$ cat src/sv/rsea_pkg.sv
// ----------------------------------------------------------------------------
// rsea_pkg
// shared types and codes of the resample and ensemble average core
// ----------------------------------------------------------------------------
package rsea_pkg;

    localparam int S_TDATA_W = 176;
    localparam int M_TDATA_W = 280;
    localparam int CFG_DATA_W = 32;

    localparam logic [1:0] REQ_SAMPLE = 2'd0;
    localparam logic [1:0] REQ_END_RUN = 2'd1;
    localparam logic [1:0] REQ_READ = 2'd2;
    localparam logic [1:0] REQ_CLEAR = 2'd3;

    localparam logic [1:0] CFG_TIME_STEP = 2'd0;
    localparam logic [1:0] CFG_MAX_STEP = 2'd1;
    localparam logic [1:0] CFG_ERRORS_ENABLE = 2'd2;
    localparam logic [1:0] CFG_CONDITION_ALIVE = 2'd3;

    typedef enum logic [3:0] {
        ST_CLEAR,
        ST_IDLE,
        ST_START,
        ST_GT,
        ST_CHECK,
        ST_FRAC,
        ST_MUL,
        ST_RND,
        ST_SQ,
        ST_ACC,
        ST_FILL,
        ST_RADDR,
        ST_RDATA,
        ST_STAT,
        ST_OUT
    } ctrl_state_t;

    typedef enum logic [3:0] {
        LOP_NONE,
        LOP_SET_PRIOR,
        LOP_LOAD_CUR,
        LOP_LOAD_PRIOR,
        LOP_MUL,
        LOP_RND,
        LOP_SQUARE,
        LOP_ACC,
        LOP_CLEAR,
        LOP_STAT
    } lane_op_t;

    typedef enum logic [2:0] {
        LP_IDLE,
        LP_DIV,
        LP_CAP,
        LP_MUL2,
        LP_VAR,
        LP_SQRT
    } lane_phase_t;

    typedef struct packed {
        lane_op_t    op;
        logic [15:0] frac;
        logic        errors;
    } lane_cmd_t;

    typedef struct packed {
        logic        busy;
        logic [31:0] mean;
        logic [30:0] spread;
    } lane_stat_t;

endpackage

$ cat src/sv/rsea_frac_div.sv
// ----------------------------------------------------------------------------
// rsea_frac_div
// restoring divider for the q0.16 interpolation fraction, one bit per cycle
// ----------------------------------------------------------------------------
module rsea_frac_div
    import rsea_pkg::*;
(
    input  logic        aclk,
    input  logic        aresetn,
    input  logic        start,
    input  logic [31:0] num,
    input  logic [31:0] den,
    output logic        busy,
    output logic [15:0] frac
);

    logic        busy_reg;
    logic [3:0]  cnt_reg;
    logic [31:0] rem_reg;
    logic [31:0] den_reg;
    logic [15:0] quo_reg;
    logic [32:0] rem_sh;
    logic        take;

    assign rem_sh = {rem_reg, 1'b0};
    assign take = rem_sh >= {1'b0, den_reg};

    always_ff @(posedge aclk) begin
        if (!aresetn) begin
            busy_reg <= 1'b0;
            cnt_reg <= '0;
        end else if (start) begin
            busy_reg <= 1'b1;
            cnt_reg <= '0;
        end else if (busy_reg) begin
            cnt_reg <= cnt_reg + 4'd1;
            if (&cnt_reg) begin
                busy_reg <= 1'b0;
            end
        end
    end

    always_ff @(posedge aclk) begin
        if (start) begin
            rem_reg <= num;
            den_reg <= den;
        end else if (busy_reg) begin
            rem_reg <= take ? 32'(rem_sh - {1'b0, den_reg}) : rem_sh[31:0];
            quo_reg <= {quo_reg[14:0], take};
        end
    end

    assign busy = busy_reg;
    assign frac = quo_reg;

endmodule

$ cat config.mk
export PLATFORM = sky130hd
export DESIGN_NAME = rsea_frac_div
export DESIGN_NICKNAME = d
export VERILOG_FILES = /design/src/sv/rsea_pkg.sv /design/src/sv/rsea_frac_div.sv
export SDC_FILE = /design/constraint.sdc
export NUM_CORES = 1
export LEC_CHECK = 0
export BUFFER_PORTS_ARGS = -buffer_cell sky130_fd_sc_hd__buf_2
export CAP_MARGIN = 30
export CORE_ASPECT_RATIO = 2
export CORE_UTILIZATION = 30
export DETAILED_ROUTE_END_ITERATION = 7
export PLACE_DENSITY_LB_ADDON = 0.1
export SLEW_MARGIN = 10
export SYNTH_ARGS = -nofsm -noshare
export SYNTH_HDL_FRONTEND = slang
export SYNTH_SLANG_ARGS = --single-unit
$ cat constraint.sdc
create_clock -name aclk -period 2.9 [get_ports aclk]
set_input_delay 0.145 -clock aclk [delete_from_list [all_inputs] [get_ports aclk]]
set_output_delay 0.145 -clock aclk [all_outputs]
set_load 0.005 [all_outputs]
# ---- Word-level counts from Yosys, hierarchy flattened
# Cells that the tools add are included.
dict set report word_totals {
  output_inout_bits 17
  register_bits 85
  elab_cells 20
  in_bits 67
}
dict set report classes {
  n_bitwise 2
  n_mux 6
  reduce_logical 4
  add_sub_neg 2
  magnitude_cmp 1
}
# cell n
set op_table {}
lappend op_table {{$mux 32} 3}
lappend op_table {{$ge 33x32->1} 1}
lappend op_table {{$sub 32x32->32} 1}
lappend op_table {{$add 4x1->4 const B} 1}
lappend op_table {{$reduce_and 4->1} 1}
lappend op_table {{$mux 1} 3}
lappend op_table {{$not 1->1} 2}
lappend op_table {{$reduce_and 2->1} 1}
lappend op_table {{$reduce_bool 2->1} 1}
lappend op_table {{$reduce_or 2->1} 1}

# ---- Longest topological paths before layout
# Gate-level depths: netlist (run 1).
dict set report depth {
  depth_word 4
  ltp_mapped 14
  depth_no_buf 11
}

# ---- Worst setup path before layout (run 1)
# No wires, ideal clock.
dict set report synth_timing {
  path_kind {register to register}
  start {register rem_reg[17]}
  end {register rem_reg[10] (data pin)}
  setup_time_ps 260
  period_less_slack_ps 2894
  path_slack_ps 6
  arrival_time_ps 2634
  stages_incl_launch_ff 13
  t_required_ps 2640
  n_path_buf 2
  path_cell_list {edfxtp_1 -> ha_1 -> buf_6 -> a211oi_2 -> o311ai_1 -> a22o_1 -> a311oi_2 -> a21oi_4 -> nor2_8 -> inv_4 -> buf_6 -> mux2_4 -> mux2_2}
}
dict set report synth_between {
  elab_chain_cells 4
}
# item line
set synth_lines {}
lappend synth_lines {{from (decl)} rsea_frac_div.sv:19} ;# logic [31:0] rem_reg;
lappend synth_lines {{from (signal assigned)} rsea_frac_div.sv:45} ;# rem_reg <= num;
lappend synth_lines {{from (signal assigned)} rsea_frac_div.sv:48} ;# rem_reg <= take ? 32'(rem_sh - {1'b0, den_reg}) : rem_sh[31:0];
lappend synth_lines {{$ge 33x32->1} rsea_frac_div.sv:26} ;# assign take = rem_sh >= {1'b0, den_reg};
lappend synth_lines {{$mux 32} rsea_frac_div.sv:48}
lappend synth_lines {{$mux 32} rsea_frac_div.sv:47} ;# end else if (busy_reg) begin
lappend synth_lines {{$mux 32} rsea_frac_div.sv:44} ;# if (start) begin
# Every way passes these cells. The select of a mux whose other input is x is not followed.
# A chain may end at the register's enable or synchronous reset.

# ---- Worst setup path after layout (run 1)
dict set report layout_timing {
  start {register rem_reg[19]}
  end {register rem_reg[28] (data pin)}
}
dict set report layout_between {
  elab_chain_cells 4
  word_cells_on_any_way 5
  classes_between {add/sub: 1; order compare: 1; mux: 3}
}
# item line
set layout_lines {}
lappend layout_lines {{$sub 32x32->32 / $ge 33x32->1 (equally long branches)} {rsea_frac_div.sv:48, rsea_frac_div.sv:26}}
lappend layout_lines {{$mux 32 *} rsea_frac_div.sv:48}
lappend layout_lines {{$mux 32 *} rsea_frac_div.sv:47}
lappend layout_lines {{$mux 32 *} rsea_frac_div.sv:44}
# Every way passes the cells marked *; elsewhere a longest branch is shown, timed or not. The select of a mux whose other input is x is not followed.

==> reports/results.txt, run 1 <==
First drt pass iteration count: 4
Post-place instance area: 6680 µm²
Final setup viols: 1
Clock tree buffer depth: 2
Reg-to-reg startpoint: rem_reg[19]
Gr usage total: 18.02%
Cell breakdown of the critical path: ha_4, nand4_1, o31ai_2, a22o_1, a311oi_2, a21oi_4, nor2_8, buf_6, or4b_1, and4_1
TNS Setup: -0.00007017 ns
Inserted Diodes: 0
Largest net degree at the start of global routing: 34
Die Ht: 191.7 µm
Total global routing overflow: 0
Grt met2 use: 36.48%
Tcrit/Tclk final: 100.0%
Largest family of logic cells by synthesized area: simple AND/OR/NAND/NOR gates
CP max-delay cell: edfxtp_1
Synth top cells by count: edfxtp_1, a21oi_1, inv_1
Residual DRC: 0
Slew of the pin with the lowest slew margin: 0.7806 ns
Layout Nets: 828
Via count: 4814
Fin util: 44.09%
Clk_lat worst skew: 0.36 ns
I/O pin count: 84
Vias in the first global route: 5117
Hold Crit Start: aresetn
Hold endpoint: busy
Post-synth ARST share: 0%
Pwr Density: 828.9 nW/µm²
Count leader, synth: edfxtp_1
Initial antenna violation count: 0
Synth Area in Adders: 8.017%
R2R depth: 10
Max-slew violation count: 0
Cell accounting for the most synthesized area: edfxtp_1
Total Wirelength: 16.23 mm
Largest cells by area after synthesis: edfxtp_1, ha_1, mux2_2
Sequential area share after synthesis: 46.34%
WL/cell: 17.17 µm
Clock slew at reported path FFs: 0.07 ns
First-pass GRT wire length: 25.56 mm
Worst min path class: in2reg
Compound-Gate Fraction of Synth Area: 15.04%
Global routing met1 resource utilization: 16.24%
Layout cells sized above 1: 40.98%
Clk sinks: 85
Number of core rows: 69
Crit Path Class: reg2reg
Final worst path period need: 2.900 ns
Synth Warn #: 0
Arrival @ worst endpoint: 3.02 ns
Slew HR: 47.41%
Syn Inst Count: 516
Clock Tree Root: clkbuf_16
Mean post-synth cell area: 10.47 µm²
GRT busiest layer: met2
Final Wtd Congestion: 0.8383
CTS tree: built
CTS Buf Count: 9
EDFF count, synth: 80
Worst Path Required: 3.02 ns
DIE AREA: 18570 µm²
Mux cell area share after synthesis: 6.140%
Final Hold Fails: 0
Post-DP HPWL: 12.30 mm
Number of max-cap violations: 0
Top cell type's share of synthesized area: 44.49%
Yosys reg bits: 85
CP Launch Type: register
I/O Buffers: 83
Failing checks: negative setup slack
Max FO, Critical Path: 5
Max incr delay on CP: 0.49 ns
Met3 Use GR: 3.057%
R2R Setup Slk: -0.00007 ns
DIE WIDTH: 96.87 µm
Layout Skew: 0.007151 ns
XOR/XNOR Fraction of Synth Area: 3.892%
Worst VDD drop: 332.3 µV
Post-Synth Simple-Gate Area: 15.78%
Status: finished, violations left
H-tree levels: 3
Initial core utilization: 30.51%
Hold Path Depth: 2
Initial DRC count: 147
Drt via density: 5.094
Final ANT Viol Nets: 0
Leakage power: 3.257 nW
Worst Setup End Kind: register
Layout Cells excl Fill: 945
RSZ-0062 raised after global routing: true
Synth Cell Area: 5400 µm²
RR Endpoint: rem_reg[28]
Final instance area: 7802 µm²
Fill cells: 1676
Synth unique cells: 61
Pre-CTS WS: -0.4157 ns
Total core area: 17700 µm²
Final worst setup slack: -0.00007017 ns
Area grow syn2layout: 44.49%
Syn Nets: 617
FMAX: 344.8 MHz
Top_reg_cell synth: edfxtp_1
DP Cell Count: 885
==> worst max-delay path, delay by kind of cell (launching register included) <==
kind            cells  cell delay, ns
simple gates        4            0.83
buf+inv             1            0.17
fa+ha+maj           1            0.32
compound gates      4            0.84
flops               1            0.49
==> how the worst max path moves through the flow <==
stage	from	to	slack, ns	depth (start not counted)
finish	rem_reg[19]	rem_reg[28]	-0.00007	10
global placement	rem_reg[14]	rem_reg[26]	-0.40	9
detailed placement	rem_reg[14]	rem_reg[30]	-0.42	9
CTS	den_reg[0]	rem_reg[28]	-0.008	11
global route	rem_reg[23]	rem_reg[28]	-0.14	11
floorplan	rem_reg[17]	rem_reg[10]	0.006	12
==> routing by layer <==
metal / up-vias / wire [µm]
met3: 44 / 421
met1: 2322 / 5761
met2: 106 / 9236
li1: 2342 / -
met5: - / 0
met4: 0 / 806
==> stage by stage <==
stage / power (mW) / hold WS, ns
after floorplan: 3.604 / 0.2439
after global placement: 4.832 / 0.3218
after detailed placement: 4.844 / 0.3231
after CTS: 6.335 / 0.01083
after global routing: 6.889 / 0.03876
final: 6.468 / 0.02411
==> final cells by class <==
class                   instances  area (µm²)  share of cell area [%]
flip-flops and latches         85        2502                   32.07
clock inverters                 7       56.30                  0.7216
well taps                     213       266.5                   3.416
repair buffers                220        1545                   19.80
repair inverters                1       8.758                  0.1123
inverters                      39       153.9                   1.972
multi-input cells             371        3044                   39.02
clock buffers                   9       225.2                   2.886
==> repair_timing <==
action / CTS / global route
hold buffers: 32 / 0
endpoints found under the setup margin: 28 / 28
hold endpoints to repair: 32 / 0
gates resized for setup: 46 / 37
cloned: 1 / 0
pin swaps: 19 / 9
setup buffers: 6 / 5
==> cells in the final DEF (no fill, tap or decap), drive strengths merged, types with 12 or more instances in the layout <==
| master | instances |
|---|---|
| buf | 188 |
| edfxtp | 80 |
| a21oi | 50 |
| inv | 44 |
| nand2 | 37 |
| ha | 33 |
| dlygate4sd3 | 32 |
| nor2 | 30 |
| o21ai | 28 |
| mux2 | 26 |
| nor2b | 14 |
| nor3 | 13 |
| xor2 | 13 |
| nand3 | 12 |
==> power by group <==
| part | internal, mW | switching, mW | leakage, nW | total [mW] |
|---|---|---|---|---|
| clock | 0.594 | 0.542 | 0.142 | 1.14 |
| combinational | 1.83 | 1.75 | 2.29 | 3.58 |
| sequential | 1.61 | 0.134 | 0.821 | 1.75 |
| total | 4.04 | 2.43 | 3.26 | 6.47 |
==> kinds of logic (layout without fill, tap and decap cells) <==
kind of cell / after synthesis / after routing
adder cells (fa/ha/maj): 34 / 34
AO/OA/AOI/OAI: 126 / 126
buffers and inverters: 60 / 276
multiplexers: 28 / 28
flip-flops: 85 / 85
AND/OR/NAND/NOR: 159 / 159
XOR/XNOR: 24 / 24
No activity file was read; power rests on OpenSTA's default activity.
==> run 2: changes to the inputs <==
--- a/config.mk
+++ b/config.mk
@@ -7,6 +7,8 @@
 export LEC_CHECK = 0
 export BUFFER_PORTS_ARGS = -buffer_cell sky130_fd_sc_hd__buf_2
 export CAP_MARGIN = 30
+export CELL_PAD_IN_SITES_DETAIL_PLACEMENT = 2
+export CELL_PAD_IN_SITES_GLOBAL_PLACEMENT = 2
 export CORE_ASPECT_RATIO = 2
 export CORE_UTILIZATION = 30
 export DETAILED_ROUTE_END_ITERATION = 7
==> run 2 against run 1 <==
Against the previous run: the flow still finishes with violations (negative setup slack); setup slack worse by 0.029 ns; combinational power is 4% higher; design area hardly changed.
==> reports/results.txt, run 2 (synthesized netlist as in run 1, its figures left out) <==
Final Hold Fails: 0 (unchanged)
Sequential power share: 26.5% (-0.5 points)
Clock group share of total power: 17.3% (-0.3 points)
Worst Path Required: 3.00 ns (-0.02 ns)
Drt via density: 5.201 (+2.1%)
Number of max-cap violations: 0 (unchanged)
Layout cells sized above 1: 39.65% (-1.3 points)
Status: finished, violations left
Fill cells: 1907 (+14%)
Gr usage total: 20.71% (+2.7 points)
R2R depth: 10 (unchanged)
DIE AREA: 18570 µm² (unchanged)
Max-slew violation count: 0 (unchanged)
Commonest non-fill, non-tap cell in the layout: buf_4
Total core area: 17700 µm² (unchanged)
CTS Buf Count: 9 (unchanged)
First drt pass iteration count: 4 (unchanged)
Fin util: 44.07% (about the same)
Die Ht: 191.7 µm (unchanged)
DIE WIDTH: 96.87 µm (unchanged)
CP dominant cell by count: a21oi_4
H-tree levels: 3 (unchanged)
Final ANT Viol Nets: 0 (unchanged)
Final worst path period need: 2.929 ns (+0.02874 ns)
Layout Nets: 830 (+0.24%)
Max FO, Critical Path: 22 (+17)
Slew of the pin with the lowest slew margin: 0.7205 ns (-0.06006 ns)
Layout Skew: 0.01199 ns (+0.004841 ns)
Number of core rows: 69 (unchanged)
Worst VDD drop: 416.3 µV (+25%)
I/O Buffers: 83 (unchanged)
Clock tree buffer depth: 2 (unchanged)
Register area: 2502 µm² (unchanged)
Clock Tree Root: clkbuf_16
Worst Setup End Kind: register
RSZ-0062 raised after global routing: true
WL/cell: 19.66 µm (+15%)
Clk_lat worst skew: 0.35 ns (about the same)
Via count: 4925 (+2.3%)
Final setup viols: 3 (+2)
Residual DRC: 0 (unchanged)
Switching Share: 37.73% (+0.17 points)
Arrival @ worst endpoint: 3.03 ns (about the same)
FMAX: 341.4 MHz (-0.98%)
CP Launch Type: register
CP bufs+invs: 1 (unchanged)
Cell breakdown of the critical path: ha_4, a21oi_4, o211ai_1, a22o_1, a311oi_2, a21oi_4, nor2_8, inv_12, mux2_4, mux2_2
Multi-input logic area: 3008 µm² (-1.2%)
Failing checks: negative setup slack
CP max-delay cell: edfxtp_1
Tcrit/Tclk final: 101.0% (+0.99 points)
Initial DRC count: 115 (-22%)
CP Depth: 10 (unchanged)
I/O pin count: 84 (unchanged)
Total Wirelength: 18.62 mm (+15%)
Switching pwr: 2.507 mW (+3.2%)
Final worst setup slack: -0.02881 ns (-0.02874 ns)
Post-place instance area: 6700 µm² (+0.30%)
Initial antenna violation count: 0 (unchanged)
Family with the most delay on the worst path: compound AO/OA/AOI/OAI gates
Post-DP HPWL: 14.35 mm (+17%)
Crit Path Class: reg2reg
Clock slew at reported path FFs: 0.06 ns (about the same)
Commonest non-fill, non-tap cells in the layout: buf_4, buf_2, edfxtp_1
Max incr delay on CP: 0.46 ns (-0.03 ns)
Final Wtd Congestion: 0.8156 (-2.7%)
Inserted Diodes: 0 (unchanged)
Slew HR: 51.96% (+4.6 points)
First-pass GRT wire length: 29.46 mm (+15%)
Area grow syn2layout: 44.44% (about the same)
Pwr Density: 851.9 nW/µm² (+2.8%)
Initial core utilization: 30.51% (unchanged)
Hold Path Depth: 2 (unchanged)
Cell Int Power: 4.138 mW (+2.5%)
Leakage power: 3.251 nW (-0.18%)
Total global routing overflow: 0 (unchanged)
Final instance area: 7800 µm² (about the same)
Worst min path class: in2reg
CTS tree: built
Tot Pwr: 6.645 mW (+2.7%)
Clk sinks: 85 (unchanged)
Largest net degree at the start of global routing: 58 (+71%)
Vias in the first global route: 5602 (+9.5%)
Combinational power share: 56.2% (+0.8 points)
run 2: what timing repair did:
action	in CTS	in global routing
endpoints found under the setup margin	29	24
setup buffers	11	3
pin swaps	19	15
hold endpoints to repair	32	0
gates resized for setup	52	21
hold buffers	32	0
run 2: stage by stage:
step	TNS, ns	std cells	hold slack (ns)	setup slack (ns)
finish	-0.05669	947	0.02842	-0.02881
global route	-2.536	947	0.03523	-0.1611
CTS	0	944	0.02269	0.001990
detailed placement	-6.407	886	0.3234	-0.4922
global placement	-4.506	886	0.3209	-0.3419
floorplan	0	516	0.2439	0.006397
run 2: final timing paths:
path	start	endpoint	slack [ns]
worst max-delay path	rem_reg[15]	rem_reg[16]	-0.03
worst min-delay path	aresetn	busy	0.03
worst max register to register	rem_reg[15]	rem_reg[16]	-0.03
worst min register to register	frac[14]	frac[15]	0.45
run 2: area by class of cell:
| cell class | count | area share, % |
|---|---|---|
| multi-input combinational | 371 | 38.56 |
| sequential | 85 | 32.08 |
| timing repair buffer | 223 | 20.16 |
| clock buffer | 13 | 3.481 |
| tap | 213 | 3.417 |
| inverter | 39 | 2.037 |
| clock inverter | 3 | 0.2567 |
run 2: power by group through the flow:
stage | sequential, mW | clock (mW) | combinational [mW]
floorplan | 1.70 | 0 | 1.90
global placement | 1.75 | 0 | 3.12
detailed placement | 1.76 | 0 | 3.24
CTS | 1.76 | 1.19 | 3.66
global route | 1.78 | 1.23 | 4.02
finish | 1.76 | 1.15 | 3.74
run 2: per-layer routing:
layer  vias up  part of all wire, %  GRT usage, %  routed length [µm]
met3        35                  1.8         2.729                 331
met2        82                   61         43.63               11360
li1       2338                    -             -                   -
met5         -                    0             0                   0
met4         0                  3.4         10.33                 640
met1      2470                   34         18.49                6293
